==> src/rtl/etv_pkg.sv <==
`timescale 1ns / 1ps

package etv_pkg;

    // Deepest parenthesis nesting that counts as balanced.
    localparam int MAX_DEPTH = 255;
    localparam int DEPTH_W   = $clog2(MAX_DEPTH + 1);

    // Token classes. CL_NONE marks the start of an expression.
    typedef enum logic [3:0] {
        CL_NONE  = 4'd0,
        CL_PLUS  = 4'd1,
        CL_MINUS = 4'd2,
        CL_OPEN  = 4'd3,
        CL_CLOSE = 4'd4,
        CL_ARITH = 4'd5,
        CL_NUM   = 4'd6,
        CL_OTHER = 4'd7
    } token_class_t;

    // Everything the validator carries from one character to the next.
    typedef struct packed {
        logic [7:0]         first_char;
        logic [1:0]         length;      // saturates at three
        logic [1:0]         dot_count;   // saturates at three
        logic               all_numeric;
        token_class_t       prev_class;
        logic [DEPTH_W-1:0] depth;
        logic               char_err;
        logic               paren_err;
        logic               place_err;
    } etv_state_t;

    localparam etv_state_t STATE_RESET = '{
        first_char:  8'h00,
        length:      2'd0,
        dot_count:   2'd0,
        all_numeric: 1'b1,
        prev_class:  CL_NONE,
        depth:       '0,
        char_err:    1'b0,
        paren_err:   1'b0,
        place_err:   1'b0
    };

    // Verdict for one finished expression.
    typedef struct packed {
        logic expression_ok;
        logic bad_placement;
        logic bad_parentheses;
        logic bad_character;
    } etv_result_t;

    localparam logic [7:0] CH_PLUS  = 8'h2B;
    localparam logic [7:0] CH_MINUS = 8'h2D;
    localparam logic [7:0] CH_STAR  = 8'h2A;
    localparam logic [7:0] CH_SLASH = 8'h2F;
    localparam logic [7:0] CH_PCT   = 8'h25;
    localparam logic [7:0] CH_CARET = 8'h5E;
    localparam logic [7:0] CH_OPEN  = 8'h28;
    localparam logic [7:0] CH_CLOSE = 8'h29;
    localparam logic [7:0] CH_DOT   = 8'h2E;
    localparam logic [7:0] CH_ZERO  = 8'h30;
    localparam logic [7:0] CH_NINE  = 8'h39;

endpackage

==> src/rtl/etv_step.sv <==
`timescale 1ns / 1ps

// Combinational update for one character: folds the character into the
// current token, classifies the token when it ends, and produces the verdict
// when the expression ends.
module etv_step (
    input  etv_pkg::etv_state_t  state,
    input  logic [7:0]           ch,
    input  logic                 token_end,
    input  logic                 expr_end,
    output etv_pkg::etv_state_t  state_next,
    output etv_pkg::etv_result_t result
);

    function automatic etv_pkg::token_class_t op_class(input logic [7:0] c);
        etv_pkg::token_class_t k;
        case (c)
            etv_pkg::CH_PLUS:  k = etv_pkg::CL_PLUS;
            etv_pkg::CH_MINUS: k = etv_pkg::CL_MINUS;
            etv_pkg::CH_OPEN:  k = etv_pkg::CL_OPEN;
            etv_pkg::CH_CLOSE: k = etv_pkg::CL_CLOSE;
            etv_pkg::CH_STAR, etv_pkg::CH_SLASH,
            etv_pkg::CH_PCT, etv_pkg::CH_CARET: k = etv_pkg::CL_ARITH;
            default:           k = etv_pkg::CL_NONE;
        endcase
        return k;
    endfunction

    function automatic logic is_op(input etv_pkg::token_class_t c);
        return c inside {etv_pkg::CL_PLUS, etv_pkg::CL_MINUS, etv_pkg::CL_OPEN,
                         etv_pkg::CL_CLOSE, etv_pkg::CL_ARITH};
    endfunction

    function automatic logic is_sign(input etv_pkg::token_class_t c);
        return c inside {etv_pkg::CL_PLUS, etv_pkg::CL_MINUS};
    endfunction

    function automatic logic pair_bad(input etv_pkg::token_class_t a,
                                      input etv_pkg::token_class_t b);
        logic bad;
        bad = 1'b0;
        if (is_op(a) && is_op(b) &&
            !(is_sign(b) || b == etv_pkg::CL_OPEN || a == etv_pkg::CL_CLOSE))
        begin
            bad = 1'b1;
        end
        if (a == etv_pkg::CL_OPEN && b == etv_pkg::CL_CLOSE)
        begin
            bad = 1'b1;
        end
        if (is_sign(a) && is_sign(b))
        begin
            bad = 1'b1;
        end
        if (a == etv_pkg::CL_CLOSE && b == etv_pkg::CL_OPEN)
        begin
            bad = 1'b1;
        end
        if (a == etv_pkg::CL_NUM && b == etv_pkg::CL_OPEN)
        begin
            bad = 1'b1;
        end
        return bad;
    endfunction

    logic [7:0]            first_ch;
    logic [1:0]            len_upd;
    logic [1:0]            dots_upd;
    logic                  num_upd;
    logic                  char_ok;
    etv_pkg::token_class_t cls;
    logic                  cerr;
    logic                  perr;
    logic                  lerr;
    logic [etv_pkg::DEPTH_W-1:0] depth_upd;

    always_comb
    begin
        first_ch  = (state.length == 2'd0) ? ch : state.first_char;
        len_upd   = (state.length == 2'd3) ? 2'd3 : state.length + 2'd1;
        dots_upd  = (ch == etv_pkg::CH_DOT && state.dot_count != 2'd3) ?
                    state.dot_count + 2'd1 : state.dot_count;
        char_ok   = (ch >= etv_pkg::CH_ZERO && ch <= etv_pkg::CH_NINE) ||
                    ch == etv_pkg::CH_PLUS || ch == etv_pkg::CH_MINUS;
        num_upd   = state.all_numeric & char_ok;

        cerr      = state.char_err;
        perr      = state.paren_err;
        lerr      = state.place_err;
        depth_upd = state.depth;

        // Classification of the token that ends with this character.
        cls = (len_upd == 2'd1) ? op_class(first_ch) : etv_pkg::CL_NONE;
        if (cls == etv_pkg::CL_NONE)
        begin
            if (num_upd)
            begin
                cls = etv_pkg::CL_NUM;
            end
            else
            begin
                cls = etv_pkg::CL_OTHER;
                // A float needs exactly one dot and more than one character.
                if (!(dots_upd == 2'd1 && len_upd != 2'd1))
                begin
                    cerr = 1'b1;
                end
            end
        end

        if (cls == etv_pkg::CL_OPEN)
        begin
            if (state.depth >= etv_pkg::DEPTH_W'(etv_pkg::MAX_DEPTH))
            begin
                perr = 1'b1;
            end
            else
            begin
                depth_upd = state.depth + etv_pkg::DEPTH_W'(1);
            end
        end
        else if (cls == etv_pkg::CL_CLOSE)
        begin
            if (state.depth == '0)
            begin
                perr = 1'b1;
            end
            else
            begin
                depth_upd = state.depth - etv_pkg::DEPTH_W'(1);
            end
        end

        if (state.prev_class == etv_pkg::CL_NONE)
        begin
            if (is_op(cls) && !(is_sign(cls) || cls == etv_pkg::CL_OPEN))
            begin
                lerr = 1'b1;
            end
        end
        else if (pair_bad(state.prev_class, cls))
        begin
            lerr = 1'b1;
        end

        if (expr_end)
        begin
            if (is_op(cls) && cls != etv_pkg::CL_CLOSE)
            begin
                lerr = 1'b1;
            end
            if (depth_upd != '0)
            begin
                perr = 1'b1;
            end
        end

        result.bad_character   = cerr;
        result.bad_parentheses = perr;
        result.bad_placement   = lerr;
        result.expression_ok   = !(cerr || perr || lerr);

        if (expr_end)
        begin
            state_next = etv_pkg::STATE_RESET;
        end
        else if (token_end)
        begin
            state_next            = etv_pkg::STATE_RESET;
            state_next.prev_class = cls;
            state_next.depth      = depth_upd;
            state_next.char_err   = cerr;
            state_next.paren_err  = perr;
            state_next.place_err  = lerr;
        end
        else
        begin
            state_next             = state;
            state_next.first_char  = first_ch;
            state_next.length      = len_upd;
            state_next.dot_count   = dots_upd;
            state_next.all_numeric = num_upd;
        end
    end

endmodule

==> src/rtl/expression_token_validator.sv <==
`timescale 1ns / 1ps

// Channel  | Direction | Content
// ---------+-----------+-----------------------------------------------------
// s_axis   | in        | tdata: ch; tuser: token_end; tlast: expr_end
// m_axis   | out       | tdata: bad_character, bad_parentheses, bad_placement,
//          |           |        expression_ok (bits 0..3, upper bits zero)
//
// One character is accepted per cycle unless s_axis is stalled. A character
// is held in the input register; the token and expression state is updated as
// it leaves, and a character carrying expr_end loads the verdict into the
// result register and raises m_axis_tvalid as it leaves. The result register
// holds one verdict; while it waits, further characters keep flowing, and
// only a second expression end stalls s_axis.
// rst_n clears the state to the start of an empty expression and drops all
// valid flags.
module expression_token_validator (
    input  logic       clk,
    input  logic       rst_n,

    input  logic       s_axis_tvalid,
    output logic       s_axis_tready,
    input  logic [7:0] s_axis_tdata,   // [7:0] ch
    input  logic       s_axis_tuser,   // [0] token_end
    input  logic       s_axis_tlast,   // expr_end

    output logic       m_axis_tvalid,
    input  logic       m_axis_tready,
    output logic [7:0] m_axis_tdata    // [0] bad_character, [1] bad_parentheses,
                                       // [2] bad_placement, [3] expression_ok
);

    // Input register.
    logic       in_valid_reg;
    logic [7:0] in_ch_reg;
    logic       in_tend_reg;
    logic       in_eend_reg;

    // Running state and result register.
    etv_pkg::etv_state_t  state_reg;
    etv_pkg::etv_state_t  state_next;
    etv_pkg::etv_result_t result_next;
    etv_pkg::etv_result_t result_reg;
    logic                 out_valid_reg;

    logic advance;
    logic in_take;

    // A character may leave the input register unless it ends an expression
    // and the result register still holds a verdict nobody has taken.
    assign advance = in_valid_reg &&
                     (!in_eend_reg || !out_valid_reg || m_axis_tready);
    assign s_axis_tready = !in_valid_reg || advance;
    assign in_take       = s_axis_tvalid && s_axis_tready;

    etv_step u_step (
        .state      (state_reg),
        .ch         (in_ch_reg),
        .token_end  (in_tend_reg),
        .expr_end   (in_eend_reg),
        .state_next (state_next),
        .result     (result_next)
    );

    always_ff @(posedge clk or negedge rst_n)
    begin
        if (!rst_n)
        begin
            in_valid_reg  <= 1'b0;
            out_valid_reg <= 1'b0;
            state_reg     <= etv_pkg::STATE_RESET;
        end
        else
        begin
            if (in_take)
            begin
                in_valid_reg <= 1'b1;
            end
            else if (advance)
            begin
                in_valid_reg <= 1'b0;
            end

            if (advance)
            begin
                state_reg <= state_next;
            end

            if (advance && in_eend_reg)
            begin
                out_valid_reg <= 1'b1;
            end
            else if (m_axis_tready)
            begin
                out_valid_reg <= 1'b0;
            end
        end
    end

    // Payload registers carry no reset.
    always_ff @(posedge clk)
    begin
        if (in_take)
        begin
            in_ch_reg   <= s_axis_tdata;
            in_tend_reg <= s_axis_tuser;
            in_eend_reg <= s_axis_tlast;
        end
        if (advance && in_eend_reg)
        begin
            result_reg <= result_next;
        end
    end

    assign m_axis_tvalid = out_valid_reg;
    assign m_axis_tdata  = {4'b0000, result_reg.expression_ok, result_reg.bad_placement,
                            result_reg.bad_parentheses, result_reg.bad_character};

    // A new verdict only ever comes from an expression end leaving the
    // input register.
    a_result_source: assert property (@(posedge clk) disable iff (!rst_n)
        $rose(out_valid_reg) |-> $past(advance && in_eend_reg))
        else $error("verdict appeared without an expression end");

    // After an expression ends the state is back at its reset value.
    a_state_cleared: assert property (@(posedge clk) disable iff (!rst_n)
        advance && in_eend_reg |=> state_reg == etv_pkg::STATE_RESET)
        else $error("state not cleared after expression end");

    // A held character is neither lost nor overwritten.
    a_input_held: assert property (@(posedge clk) disable iff (!rst_n)
        in_valid_reg && !advance |=> in_valid_reg && $stable(in_ch_reg))
        else $error("input register changed while stalled");

    // The ok bit agrees with the three error flags of every delivered verdict.
    a_ok_consistent: assert property (@(posedge clk) disable iff (!rst_n)
        out_valid_reg |-> result_reg.expression_ok ==
            !(result_reg.bad_character || result_reg.bad_parentheses ||
              result_reg.bad_placement))
        else $error("expression_ok disagrees with error flags");

    // Nesting depth never passes the limit.
    a_depth_limit: assert property (@(posedge clk) disable iff (!rst_n)
        state_reg.depth <= etv_pkg::DEPTH_W'(etv_pkg::MAX_DEPTH))
        else $error("parenthesis depth beyond limit");

endmodule

==> config.mk <==
export PLATFORM = sky130hd
export DESIGN_NAME = expression_token_validator
export DESIGN_NICKNAME = d
export VERILOG_FILES = /design/src/rtl/etv_pkg.sv /design/src/rtl/etv_step.sv /design/src/rtl/expression_token_validator.sv
export SDC_FILE = /design/constraint.sdc
export NUM_CORES = 1
export LEC_CHECK = 0
export BUFFER_PORTS_ARGS = -buffer_cell sky130_fd_sc_hd__buf_2
export CAP_MARGIN = 10
export CORE_MARGIN = 5
export CORE_UTILIZATION = 56
export CTS_CLUSTER_DIAMETER = 30
export DETAILED_ROUTE_END_ITERATION = 8
export MAX_ROUTING_LAYER = met4
export PLACE_DENSITY = 0.76
export SYNTH_ARGS = -nofsm -noshare
export SYNTH_HDL_FRONTEND = slang
export SYNTH_HIERARCHICAL = 1
export SYNTH_SLANG_ARGS = --single-unit
==> constraint.sdc <==
create_clock -name clk -period 3.43 [get_ports clk]
set_input_delay 0.343 -clock clk [delete_from_list [all_inputs] [get_ports clk]]
set_output_delay 0.343 -clock clk [all_outputs]
set_load 0.05 [all_outputs]
# --- Word level (Yosys, flattened, before mapping) ---
# Index checks and enable logic that the tools add are counted.
op_classes:
  n_addsub: 4
  multipliers: 0
  div: 0
  magnitude_cmp: 3
  n_eq_ne: 28
  shift: 0
  mux: 37
  bitwise: 1
  reduce_logical: 43
op_table:
  columns: ["operator", "count"]
  rows:
  - ["$eq A8 B6 Y1 const B", 10]
  - ["$mux W28", 2]
  - ["$mux W8", 5]
  - ["$mux W1", 25]
  - ["$eq A4 B3 Y1 const B", 5]
  - ["$eq A4 B2 Y1 const B", 4]
  - ["$pmux W3 S5", 1]
  - ["$logic_and A1 B1 Y1", 14]
  - ["$reduce_bool A2 Y1", 5]
  - ["$reduce_bool A5 Y1", 2]
  - ["$logic_or A1 B1 Y1", 9]
  - ["$add A8 B1 Y8 const B", 1]
  - ["$eq A4 B1 Y1 const B", 2]
  - ["$eq A8 B7 Y1 const B", 1]
  - ["$ge A8 B6 Y1 const B", 1]
  - ["$ge A8 B8 Y1 const B", 1]
  - ["$le A8 B6 Y1 const B", 1]
  - ["$logic_not A4 Y1", 2]
  - ["$logic_not A8 Y1", 1]
  - ["$reduce_bool A8 Y1", 1]
  - ["$sub A8 B1 Y8 const B", 1]
  - ["$logic_not A1 Y1", 6]
  - ["$add A2 B1 Y2 const B", 2]
  - ["$eq A2 B1 Y1 const B", 2]
  - ["other kinds (11)", 12]
word_totals:
  reg_bits: 44
  latch_bits: 0
  ram_bits: 0
  romBits: 0
  input_bits: 14
  out_inout_bits: 10
  elab_cells: 134
  memories: 0

# --- Logic depth before layout (Yosys ltp) ---
# Gate-level depths: netlist (run 1).
depth:
  ltp_word: 26
  depth_mapped: 13
  mapped_depth_nobuf: 11

# --- Hierarchy ---
# Netlist (run 1), hierarchy kept.
modules_own_cells:
  columns: ["module", "instances", "cells_per_inst", "area_each_um2", "seq_area_each_um2"]
  rows:
  - ["expression_token_validator", 1, 188, 2311.0, 1172.4]
  - ["etv_step", 1, 276, 1615.3, 0.0]

# --- Worst setup path after synthesis (run 1) ---
# Ideal clock, no wire load.
synth_path:
  path_kind: "reg2reg"
  from: "register in_ch_reg[4]"
  to: "register result_reg (netlist bit m_axis_tdata[1]), data pin"
  setup_ns: 0.251
  arrival_time_ns: 3.042
  required_ns: 3.179
  slack_ns: 0.137
  stages_incl_launch_ff: 12
  path_buffers: 3
  period_less_slack_ns: 3.293
  path_cell_list: "edfxtp_1 > or4b_1 > buf_2 > or4_1 > buf_2 > or4_4 > o21ai_2 > o41a_1 > a32oi_1 > nor4_1 > nor2_1 > buf_4"
synth_between:
  elab_chain_cells: 13
  elab_cells_between_ends: 32
  classes_between: "order compare (2); eq/ne (12); mux (11); bitwise (1); reduce/logical (6)"
synth_rtl:
  columns: ["element", "line", "text"]
  rows:
  - ["from (decl)", "expression_token_validator.sv:35", "logic [7:0] in_ch_reg;"]
  - ["from (signal assigned)", "expression_token_validator.sv:105", "in_ch_reg <= s_axis_tdata;"]
  - ["$mux W8, or another cell as far along", "etv_step.sv:79", "first_ch = (state.length == 2'd0) ? ch : state.first_char;"]
  - ["$eq A8 B6 Y1, or another cell as far along", "etv_step.sv:17", "case (c)"]
  - ["$reduce_or A4 Y1 / $logic_or A1 B1 Y1 (equally long branches)", "etv_step.sv:17, etv_step.sv:83", null]
  - ["$pmux W3 S5 / $logic_or A1 B1 Y1 (equally long branches)", "etv_step.sv:17, etv_step.sv:84", null]
  - ["$mux W3 / $and A1 B1 Y1 (equally long branches)", "etv_step.sv:93, etv_step.sv:85", null]
  - ["$logic_not A4 Y1 / $mux W1 (equally long branches)", "etv_step.sv:94, etv_step.sv:96", null]
  - ["$mux W4 (*)", "etv_step.sv:94", "if (cls == etv_pkg::CL_NONE)"]
  - ["$eq A4 B3 Y1", "etv_step.sv:122", "else if (cls == etv_pkg::CL_CLOSE)"]
  - ["$mux W8", "etv_step.sv:122", null]
  - ["$mux W8", "etv_step.sv:111", "if (cls == etv_pkg::CL_OPEN)"]
  - ["$reduce_bool A8 Y1", "etv_step.sv:152", "if (depth_upd != '0)"]
  - ["$mux W1", "etv_step.sv:152", null]
  - ["$mux W1 (*)", "etv_step.sv:146", "if (expr_end)"]
  - ["named net u_step.perr", "etv_step.sv:73", "logic perr;"]
  - ["to (signal assigned)", "expression_token_validator.sv:111", "result_reg <= result_next;"]
  - ["to (decl)", "expression_token_validator.sv:43", "etv_pkg::etv_result_t result_reg;"]
# The timed path passes the listed nets; every way through them passes the cells marked *.
# A chain may end at the register's enable or synchronous reset.

==> results of run 1 <==
[routing by layer]
metal,global-route usage (%),part of all wire [%],vias to the layer above
li1,-,-,1687
met1,33.8,45,1697
met2,34.5,46,147
met3,3.77,7.9,17
met4,6.38,1.4,0
met5,-,0,-
[worst max-delay path, delay by kind of cell (launching register included)]
kind,cells,cell delay (ps)
buffers and inverters,1,160
AOI/OAI and AO/OA,3,800
DFF,1,450
and+or+nand+nor,4,1700
[per-stage QoR]
step                      cells  util [%]  cell area, µm²  power (µW)
after global routing        564      60.2            4090        1490
after CTS                   564      60.1            4080        1420
final                       564      60.2            4090        1420
after detailed placement    556      58.5            3980        1010
after floorplan             467         -            3940         947
after global placement      556      58.5            3980        1010
[timing repair]
item | CTS | global route
endpoints found under the setup margin | 0 | 2
endpoints found under the hold margin | 0 | 0
hold buffers | 0 | 0
resized for setup | 0 | 1
[Yosys cell counts, types with 3 or more instances]
library cell,number,area [µm²]
o211ai_1,9,67.6
clkbuf_1,16,60.1
or2b_2,18,158
clkbuf_8,5,68.8
o211ai_2,20,250
edfxtp_1,14,420
mux2i_1,6,60.1
nor3_1,15,75.1
buf_2,10,50.1
nand3b_1,3,22.5
xnor2_1,9,78.8
buf_6,4,45.0
o21a_1,3,22.5
nand4b_1,29,254
a22oi_1,5,37.5
nor2_1,52,195
inv_1,8,30.0
nor4_1,6,37.5
ha_1,4,50.1
or2_2,4,25.0
buf_4,11,82.6
nor4b_1,5,43.8
and3_1,3,18.8
nand2b_1,12,75.1
nand4_1,4,25.0
a21oi_1,21,105
a211oi_1,8,60.1
o21ai_0,14,70.1
o31ai_1,3,22.5
dfrtp_1,29,726
nand3_1,9,45.0
nand2_1,59,221
[worst max-delay path by stage]
stage | from | cells past startpoint | slack (ps) | to
6_report | state_reg[19] | 8 | 90 | m_axis_tdata[3]
5_1_grt | state_reg[19] | 8 | 20 | m_axis_tdata[3]
4_1_cts | state_reg[19] | 8 | 110 | m_axis_tdata[3]
3_5_place_dp | state_reg[19] | 8 | 130 | m_axis_tdata[3]
3_3_place_gp | state_reg[19] | 8 | 180 | m_axis_tdata[3]
2_1_floorplan | in_ch_reg[4] | 11 | 140 | m_axis_tdata[1]
[final cells by class]
cell class              count  area [µm²]  share of cell area, %
repair buffers             42         268                   6.55
clock inverters             2        35.0                  0.857
well taps                  96         120                   2.94
clock buffers               6        72.6                   1.78
inverters                   8        30.0                  0.735
multi-input cells         366        2390                   58.5
flip-flops and latches     44        1170                   28.7
[where the power goes]
group | internal (µW) | leakage (µW) | switching, µW
Sequential | 584 | 0.000533 | 63.1
Combinational | 140 | 0.00102 | 225
Clock | 217 | 0.0000552 | 189
Total | 940 | 0.00161 | 476
[logic make-up (layout without fill, tap and decap cells)]
| logic type | after synthesis | in the layout | share of synthesized area [%] |
|---|---|---|---|
| AOI/OAI and AO/OA | 105 | 105 | 20.9 |
| xor gates and xnor gates | 11 | 11 | 2.45 |
| adders and majority gates | 4 | 4 | 1.27 |
| buffers and inverters | 57 | 58 | 9.66 |
| DFF | 44 | 44 | 29.9 |
| muxes | 6 | 6 | 1.53 |
| other | 1 | 4 | 0.0955 |
| and+or+nand+nor | 236 | 236 | 34.2 |
==> metrics, run 1 <==
status=completed; sequential share of the synthesized area=29.9%; critical path arrival=around 3400 ps; CORE AREA=around 0.0068 mm²; dpl ws=between 100 and 150 ps; CP Max Fanout=7; Routed Antenna Nets=0; setup bufs post-CTS=0; clk sinks=between 40 and 50; CP cell instances=or3b_2 > or4_1 > or4_4 > o41a_1 > a32oi_1 > nor4_1 > buf_4 > o211a_1; num ports=24; clk_lat worst skew=roughly 300 ps; Hold Crit Class=in2async; pins over their slew limit=0; Worst Tran Pin Value=approximately 800 ps; DIE HEIGHT=between 90 and 100 µm; hold slack final=approximately 96 ps; Power Dens Cells=approximately 350 mW/mm²; FILL cells=between 500 and 600; R2R Path Start=state_reg[19]; die width=93.7 µm; PortBufs=19; ANT cells=0; vias per cell=about 6.3; critical path type=reg2reg; final worst path period need=approximately 3300 ps; DRC Markers=0; Num CTS Buffers=5; Largest register FFs=28; WP data required=about 3500 ps; initial antenna violation count=0; DR iter-0 viols=between 400 and 500; H-Tree Depth=2; maxcap violations=0; Peak VDD IR=between 0.2 and 0.3 mV; Fin. Hold Viols=0; period utilization=97.4%; most frequent cells in the layout=59 x nand2_1, 52 x nor2_1, 29 x nand4b_1, 29 x dfrtp_1, 23 x buf_4; first-pass iteration count of the detailed router=5; Total GRT Usage=23.5%; Critical Path Start Type=register; Worst Skew=6.82 ps; Avg WL per Cell=about 17 µm; Cell variety after synth=66; Post-synth EDFFs=14; normalized max-slew margin=45.1%; hpwl dp=about 6600 µm; Post-Syn Instances=464; Worst path max stage delay=570 ps; setup violators final=0; Critical Path Sink Type=register; Clock Path Buffers=2; layout cells sized above 1=20.9%; Avg Inst Size Synth=approximately 8.5 µm²; yosys warns=6; reg2reg setup slack=just under 90 ps; P_leak=0.00161 µW; Worst R2R End=m_axis_tdata[3]; die area=0.00879 mm²; NumNets Final=485; first-pass GRT wire length=16300 µm; Yosys reg bits=44; Synth-to-Final Area Change=4.11%; GRT overflow=0; number of cell rows=30; maximum clock rate=around 0.30 GHz; vias in the first global route=between 3000 and 4000; Mapped Area=0.00393 mm²; Initial Util=57.8%; vias=3548; ys async rst share=between 60% and 70%; largest net degree at the start of global routing=58; Max stage delay cell, worst path=or4_1; ys flop type=dfrtp_1; Root Driver=clkbuf_8; total wire length=~10000 µm; RSZ-0062 raised after global routing=no; CTS tree=built; global placer's final weighted congestion=between 0.9 and 1; commonest non-fill, non-tap cell in the layout=nand2_1; Worst-path clk slew=roughly 90 ps; Fin Setup TNS=0 ps; worst reg2reg path depth=8; setup ws final=88.8 ps
Power figures use the tool's default switching activity.
==> run 2: changes to the inputs <==
Settings changed: GPL_TIMING_DRIVEN from default to 0, SETUP_SLACK_MARGIN from default to 0.05.
==> run 2 against run 1 <==
  * Sequential power shrank 1%
  * Global-route usage grew 2.8 points
  * Hold slack lost 26 ps
  * Maximum frequency grew 0.56%
  * Final area grew 7.1%
==> metrics, run 2 (synthesis gave the netlist of run 1 again) <==
Post-Route M1 WL=4900 µm (+12%); pins over their slew limit=0 (unchanged); Power Dens Cells=342 mW/mm² (-1.2%); vias=3714 (+4.7%); Root Driver=clkbuf_8; status=completed; number of cell rows=30 (unchanged); CP cell instances=or4b_4 > buf_6 > or4_4 > or4_4 > o21ai_2 > o41a_1 > a32oi_2 > nor4_4 > nor2_1 > buf_4; clk sinks=44 (unchanged); DRC Markers=0 (unchanged); power consumption=1500 µW (+5.8%); Initial Util=57.8% (unchanged); critical path arrival=3400 ps (about the same); Fin Setup TNS=0 ps (unchanged); layout cells sized above 1=24.6% (+3.7 points); critical path type=reg2reg; met2 WL=5150 µm (+15%); num ports=24 (unchanged); topmost layer with routed signal wires=met4; Fin. Hold Viols=0 (unchanged); Hold Crit Class=in2async; hold slack final=69.9 ps (-25.9 ps); ANT cells=0 (unchanged); maxcap violations=0 (unchanged); die width=93.7 µm (unchanged); GRT overflow=0 (unchanged); Peak VDD IR=0.271 mV (+1.8%); die area=0.00879 mm² (unchanged); metal3 WL=681 µm (-12%); setup violators final=0 (unchanged); CORE AREA=0.00679 mm² (unchanged); Avg WL per Cell=18.3 µm (+6.2%); Max stage delay cell, worst path=or4b_4; CTS tree=built; PortBufs=19 (unchanged); Total GRT Usage=26.3% (+2.8 points); Clock Path Buffers=2 (unchanged); Critical Path Most Common Cell=or4_4; Synth-to-Final Area Change=11.5%; Worst Tran Pin Value=703 ps (-121 ps); total wire length=10900 µm (+12%); largest net degree at the start of global routing=31 (-47%); first-pass iteration count of the detailed router=5 (unchanged); Levels on crit path=10 (+2); commonest non-fill, non-tap cell in the layout=nand2_1; final worst path period need=3320 ps (-18.6 ps); delay-heaviest family, CP=simple AND/OR/NAND/NOR gates; H-Tree Depth=2 (unchanged); hpwl dp=7880 µm (+20%); first-pass GRT wire length=17900 µm (+9.9%); worst reg2reg path depth=10 (+2); P_leak=0.00175 µW (+9.1%); vias in the first global route=3367 (+2.2%); DIE HEIGHT=93.7 µm (unchanged); RSZ-0062 raised after global routing=yes; Critical Path Sink Type=register; vias per cell=6.23 (-0.94%); NumNets Final=517 (+6.6%); Worst-path clk slew=100 ps (about the same); most frequent cells in the layout=59 x nand2_1, 52 x nor2_1, 29 x nand4b_1; initial antenna violation count=0 (unchanged); area of placed instances=0.00415 mm² (+4.4%); Largest register FFs=28 (unchanged); cts-stage hold buffer count=0 (unchanged); period utilization=96.9% (-0.54 points); CP Max Fanout=3 (-4); dpl ws=-387 ps (-515 ps); Num CTS Buffers=5 (unchanged); DR iter-0 viols=340 (-18%); WP data required=3510 ps (+20 ps); Routed Antenna Nets=0 (unchanged); maximum clock rate=0.301 GHz (+0.56%); Worst path max stage delay=540 ps (-30 ps); fin area=0.00438 mm² (+7.1%); setup ws final=107 ps (+18.6 ps); critical path buffer and inverter count=2 (+1); clk_lat worst skew=310 ps (about the same); normalized max-slew margin=53.2% (+8.0 points); global placer's final weighted congestion=0.947 (+1.7%); Worst Skew=9.34 ps (+2.53 ps); Critical Path Start Type=register
[run 2: cell types whose count changed in the layout (fill, tap and decap cells not counted), moves of 2 or more]
cell / change
clkbuf_8: +5
a211oi_1: -2
nor4_1: -2
a211oi_2: +2
clkbuf_1: +13
buf_4: -4
buf_8: +2
buf_6: +5
buf_2: +8
clkinv_4: +2
[run 2: timing repair]
action / in CTS / in global routing
pin swaps: 5 / 5
cloned: 0 / 0
buffers inserted: 4 / 4
gates resized for setup: 11 / 5
endpoints found under the setup margin: 4 / 6
[run 2: per-stage QoR]
stage	std cells	utilization (%)
2_1_floorplan	467	-
3_3_place_gp	582	61.1
3_5_place_dp	582	61.1
4_1_cts	594	64.0
5_1_grt	596	64.4
6_report	596	64.4
[run 2: worst paths after layout]
kind | start | slack (ps) | to
min in group clk | s_axis_tlast | 200 | in_eend_reg
hold / removal | rst_n | 70 | state_reg[17]
hold reg to reg | state_reg[15] | 580 | state_reg[15]
setup reg to reg | in_ch_reg[6] | 110 | m_axis_tdata[1]
max in group asynchronous | rst_n | 2880 | state_reg[18]
setup / recovery | in_ch_reg[6] | 110 | m_axis_tdata[1]
[run 2: routing by layer]
layer  GRT usage [%]  vias up
met5               -        -
met4            6.26        0
met3            3.93       20
met2            40.0      157
met1            37.2     1775
li1                -     1762
[run 2: where the power goes]
part / total [µW] / switching (µW) / internal, µW
sequential: 639 / 54.4 / 585
combinational: 437 / 263 / 174
clock: 422 / 202 / 220
total: 1500 / 520 / 978
[run 2: final cells by class]
cell class	count	area (µm²)
buffer	47	348
clock buffer	5	68.8
clock inverter	3	47.5
fill	569	2420
inverter	8	30.0
multi-input combinational	366	2430
sequential	44	1170
tap	96	120
timing repair buffer	27	155
==> run 3: changes to the inputs <==
Settings changed: CORE_ASPECT_RATIO from default to 0.75.
==> run 3 against run 2 <==
  * Routed wire length increased by 4.7%
  * Critical path type unchanged
  * Clock power decreased by 6.6%
  * Critical endpoint unchanged
  * Flip-flop and latch count unchanged
  * Maximum frequency increased by 2.7%
==> metrics, run 3 (synthesis gave the netlist of run 1 again) <==
status=completed; P_leak=0.00175 µW (-0.28%); vias in the first global route=3491 (+3.7%); Critical Path Sink Type=register; WP data required=3500 ps (about the same); Synth-to-Final Area Change=10.8%; final worst path period need=3230 ps (-88.9 ps); Worst-path clk slew=100 ps (about the same); CP startpoint=in_ch_reg[4]; Power Dens Cells=341 mW/mm² (-0.42%); Initial Util=57.5% (-0.32 points); Worst R2R End=m_axis_tdata[1]; Setup crit end=m_axis_tdata[1]; Largest register FFs=28 (unchanged); hpwl dp=8090 µm (+2.7%); global placer's final weighted congestion=0.972 (+2.7%); Net Sw Frac=36.1% (+1.4 points); Routed Antenna Nets=0 (unchanged); R2R Path Start=in_ch_reg[4]; cts-stage hold buffer count=0 (unchanged); Peak VDD IR=0.226 mV (-17%); Avg WL per Cell=19.6 µm (+7.3%); metal3 WL=1120 µm (+64%); maxcap violations=0 (unchanged); Critical Path Start Type=register; PortBufs=19 (unchanged); Hold Crit Class=in2async; DR iter-0 viols=403 (+19%); pins over their slew limit=0 (unchanged); layout cells sized above 1=24.3% (-0.30 points); maximum clock rate=0.309 GHz (+2.7%); Worst Tran Pin Value=727 ps (+24.7 ps); total wire length=11400 µm (+4.7%); first-pass iteration count of the detailed router=7 (+2); first-pass GRT wire length=18700 µm (+4.7%); Clock power frac=26.5% (-1.7 points); DRC Markers=0 (unchanged); vias per cell=6.49 (+4.1%); Fin. Hold Viols=0 (unchanged); Fin Setup TNS=0 ps (unchanged); NetSw=535 µW (+3.0%); period utilization=94.3% (-2.6 points); Worst Skew=9.50 ps (+0.158 ps); CP Max Fanout=4 (+1); clk_lat worst skew=310 ps (about the same); num ports=24 (unchanged); ANT cells=0 (unchanged); RSZ-0062 raised after global routing=no; area of placed instances=0.00414 mm² (-0.36%); critical path type=reg2reg; number of cell rows=26 (-13%); met2 WL=5000 µm (-2.9%); power consumption=1480 µW (-1.0%); Post-Route M1 WL=5270 µm (+7.5%); topmost layer with routed signal wires=met4; worst reg2reg path depth=9 (-1); reg2reg setup slack=200 ps (+90 ps); Pint=948 µW (-3.2%); critical path arrival=3310 ps (-90 ps); Total GRT Usage=27.7% (+1.4 points); vias=3776 (+1.7%); most frequent cells in the layout=59 x nand2_1, 52 x nor2_1, 29 x nand4b_1, 29 x dfrtp_1, 27 x buf_2; fin area=0.00435 mm² (-0.63%); initial antenna violation count=0 (unchanged); Gate power share=30.3% (+1.1 points); clk sinks=44 (unchanged); Num CTS Buffers=5 (unchanged); Root Driver=clkbuf_8; normalized max-slew margin=51.5% (-1.6 points); die width=107 µm (+14%); CORE AREA=0.00683 mm² (+0.55%); Clock Path Buffers=2 (unchanged); CTS tree=built; GRT overflow=0 (unchanged); NumNets Final=515 (-0.39%); FILL cells=602 (+5.8%); Multi-input gate area=0.00245 mm² (+0.57%); largest net degree at the start of global routing=31 (unchanged); H-Tree Depth=2 (unchanged); Seq. cell area=0.00117 mm² (-0.11%); commonest non-fill, non-tap cell in the layout=nand2_1; Seq pwr share=43.1% (+0.4 points); setup violators final=0 (unchanged); die area=0.00880 mm² (+0.20%); DIE HEIGHT=82.5 µm (-12%)
[run 3: routing by layer]
metal | global-route usage [%] | vias up
li1 | - | 1751
met1 | 41.0 | 1838
met2 | 39.9 | 183
met3 | 4.51 | 4
met4 | 5.75 | 0
met5 | - | -
[run 3: critical path, cell delays in order, from the launching register on]
cell      delay, ps
edfxtp_1        410
or4b_4          570
or4_4           560
or4_4           440
o21ai_2         140
o41a_1          180
a32oi_2          90
nor4_4          380
nor2_1           80
buf_4           140
[run 3: power by group through the flow]
stage	Sequential [µW]	Combinational (µW)	Clock (µW)
after floorplan	644	303	0
after global placement	646	412	0
after detailed placement	649	417	0
after CTS	637	437	396
after global routing	647	481	422
final	640	450	394
[run 3: worst min-delay path by stage]
stage / startpoint / endpoint / slack [ps] / depth (start not counted)
after global routing: rst_n / state_reg[17] / 120 / 1
after CTS: rst_n / m_axis_tvalid / 100 / 1
after global placement: rst_n / state_reg[16] / 440 / 1
after detailed placement: rst_n / state_reg[16] / 430 / 1
final: rst_n / state_reg[17] / 80 / 1
after floorplan: rst_n / in_valid_reg / 50 / 0
[run 3: per-stage QoR]
step	instances	setup WS [ps]	util (%)	hold slack [ps]
6_report	582	196	63.7	83.9
5_1_grt	582	96.1	63.7	122
4_1_cts	585	71.7	63.7	96.1
3_5_place_dp	570	-450	60.6	435
3_3_place_gp	570	-467	60.6	436
2_1_floorplan	467	137	-	47.4
[run 3: final cells by class]
class                   count  area share [%]
multi-input cells         366            56.3
flip-flops and latches     44            26.9
plain buffers              45            7.65
repair buffers             27            3.57
well taps                  84            2.42
clock buffers               6            2.16
inverters                   8           0.690
clock inverters             2           0.288
[run 3: timing repair]
| item | 4_1_cts | 5_1_grt |
|---|---|---|
| setup endpoints to repair | 3 | 7 |
| pin swaps | 5 | 7 |
| gates resized for setup | 11 | 6 |
| setup buffers | 7 | 1 |
| gates cloned | 0 | 0 |
| endpoints found under the hold margin | 0 | 0 |
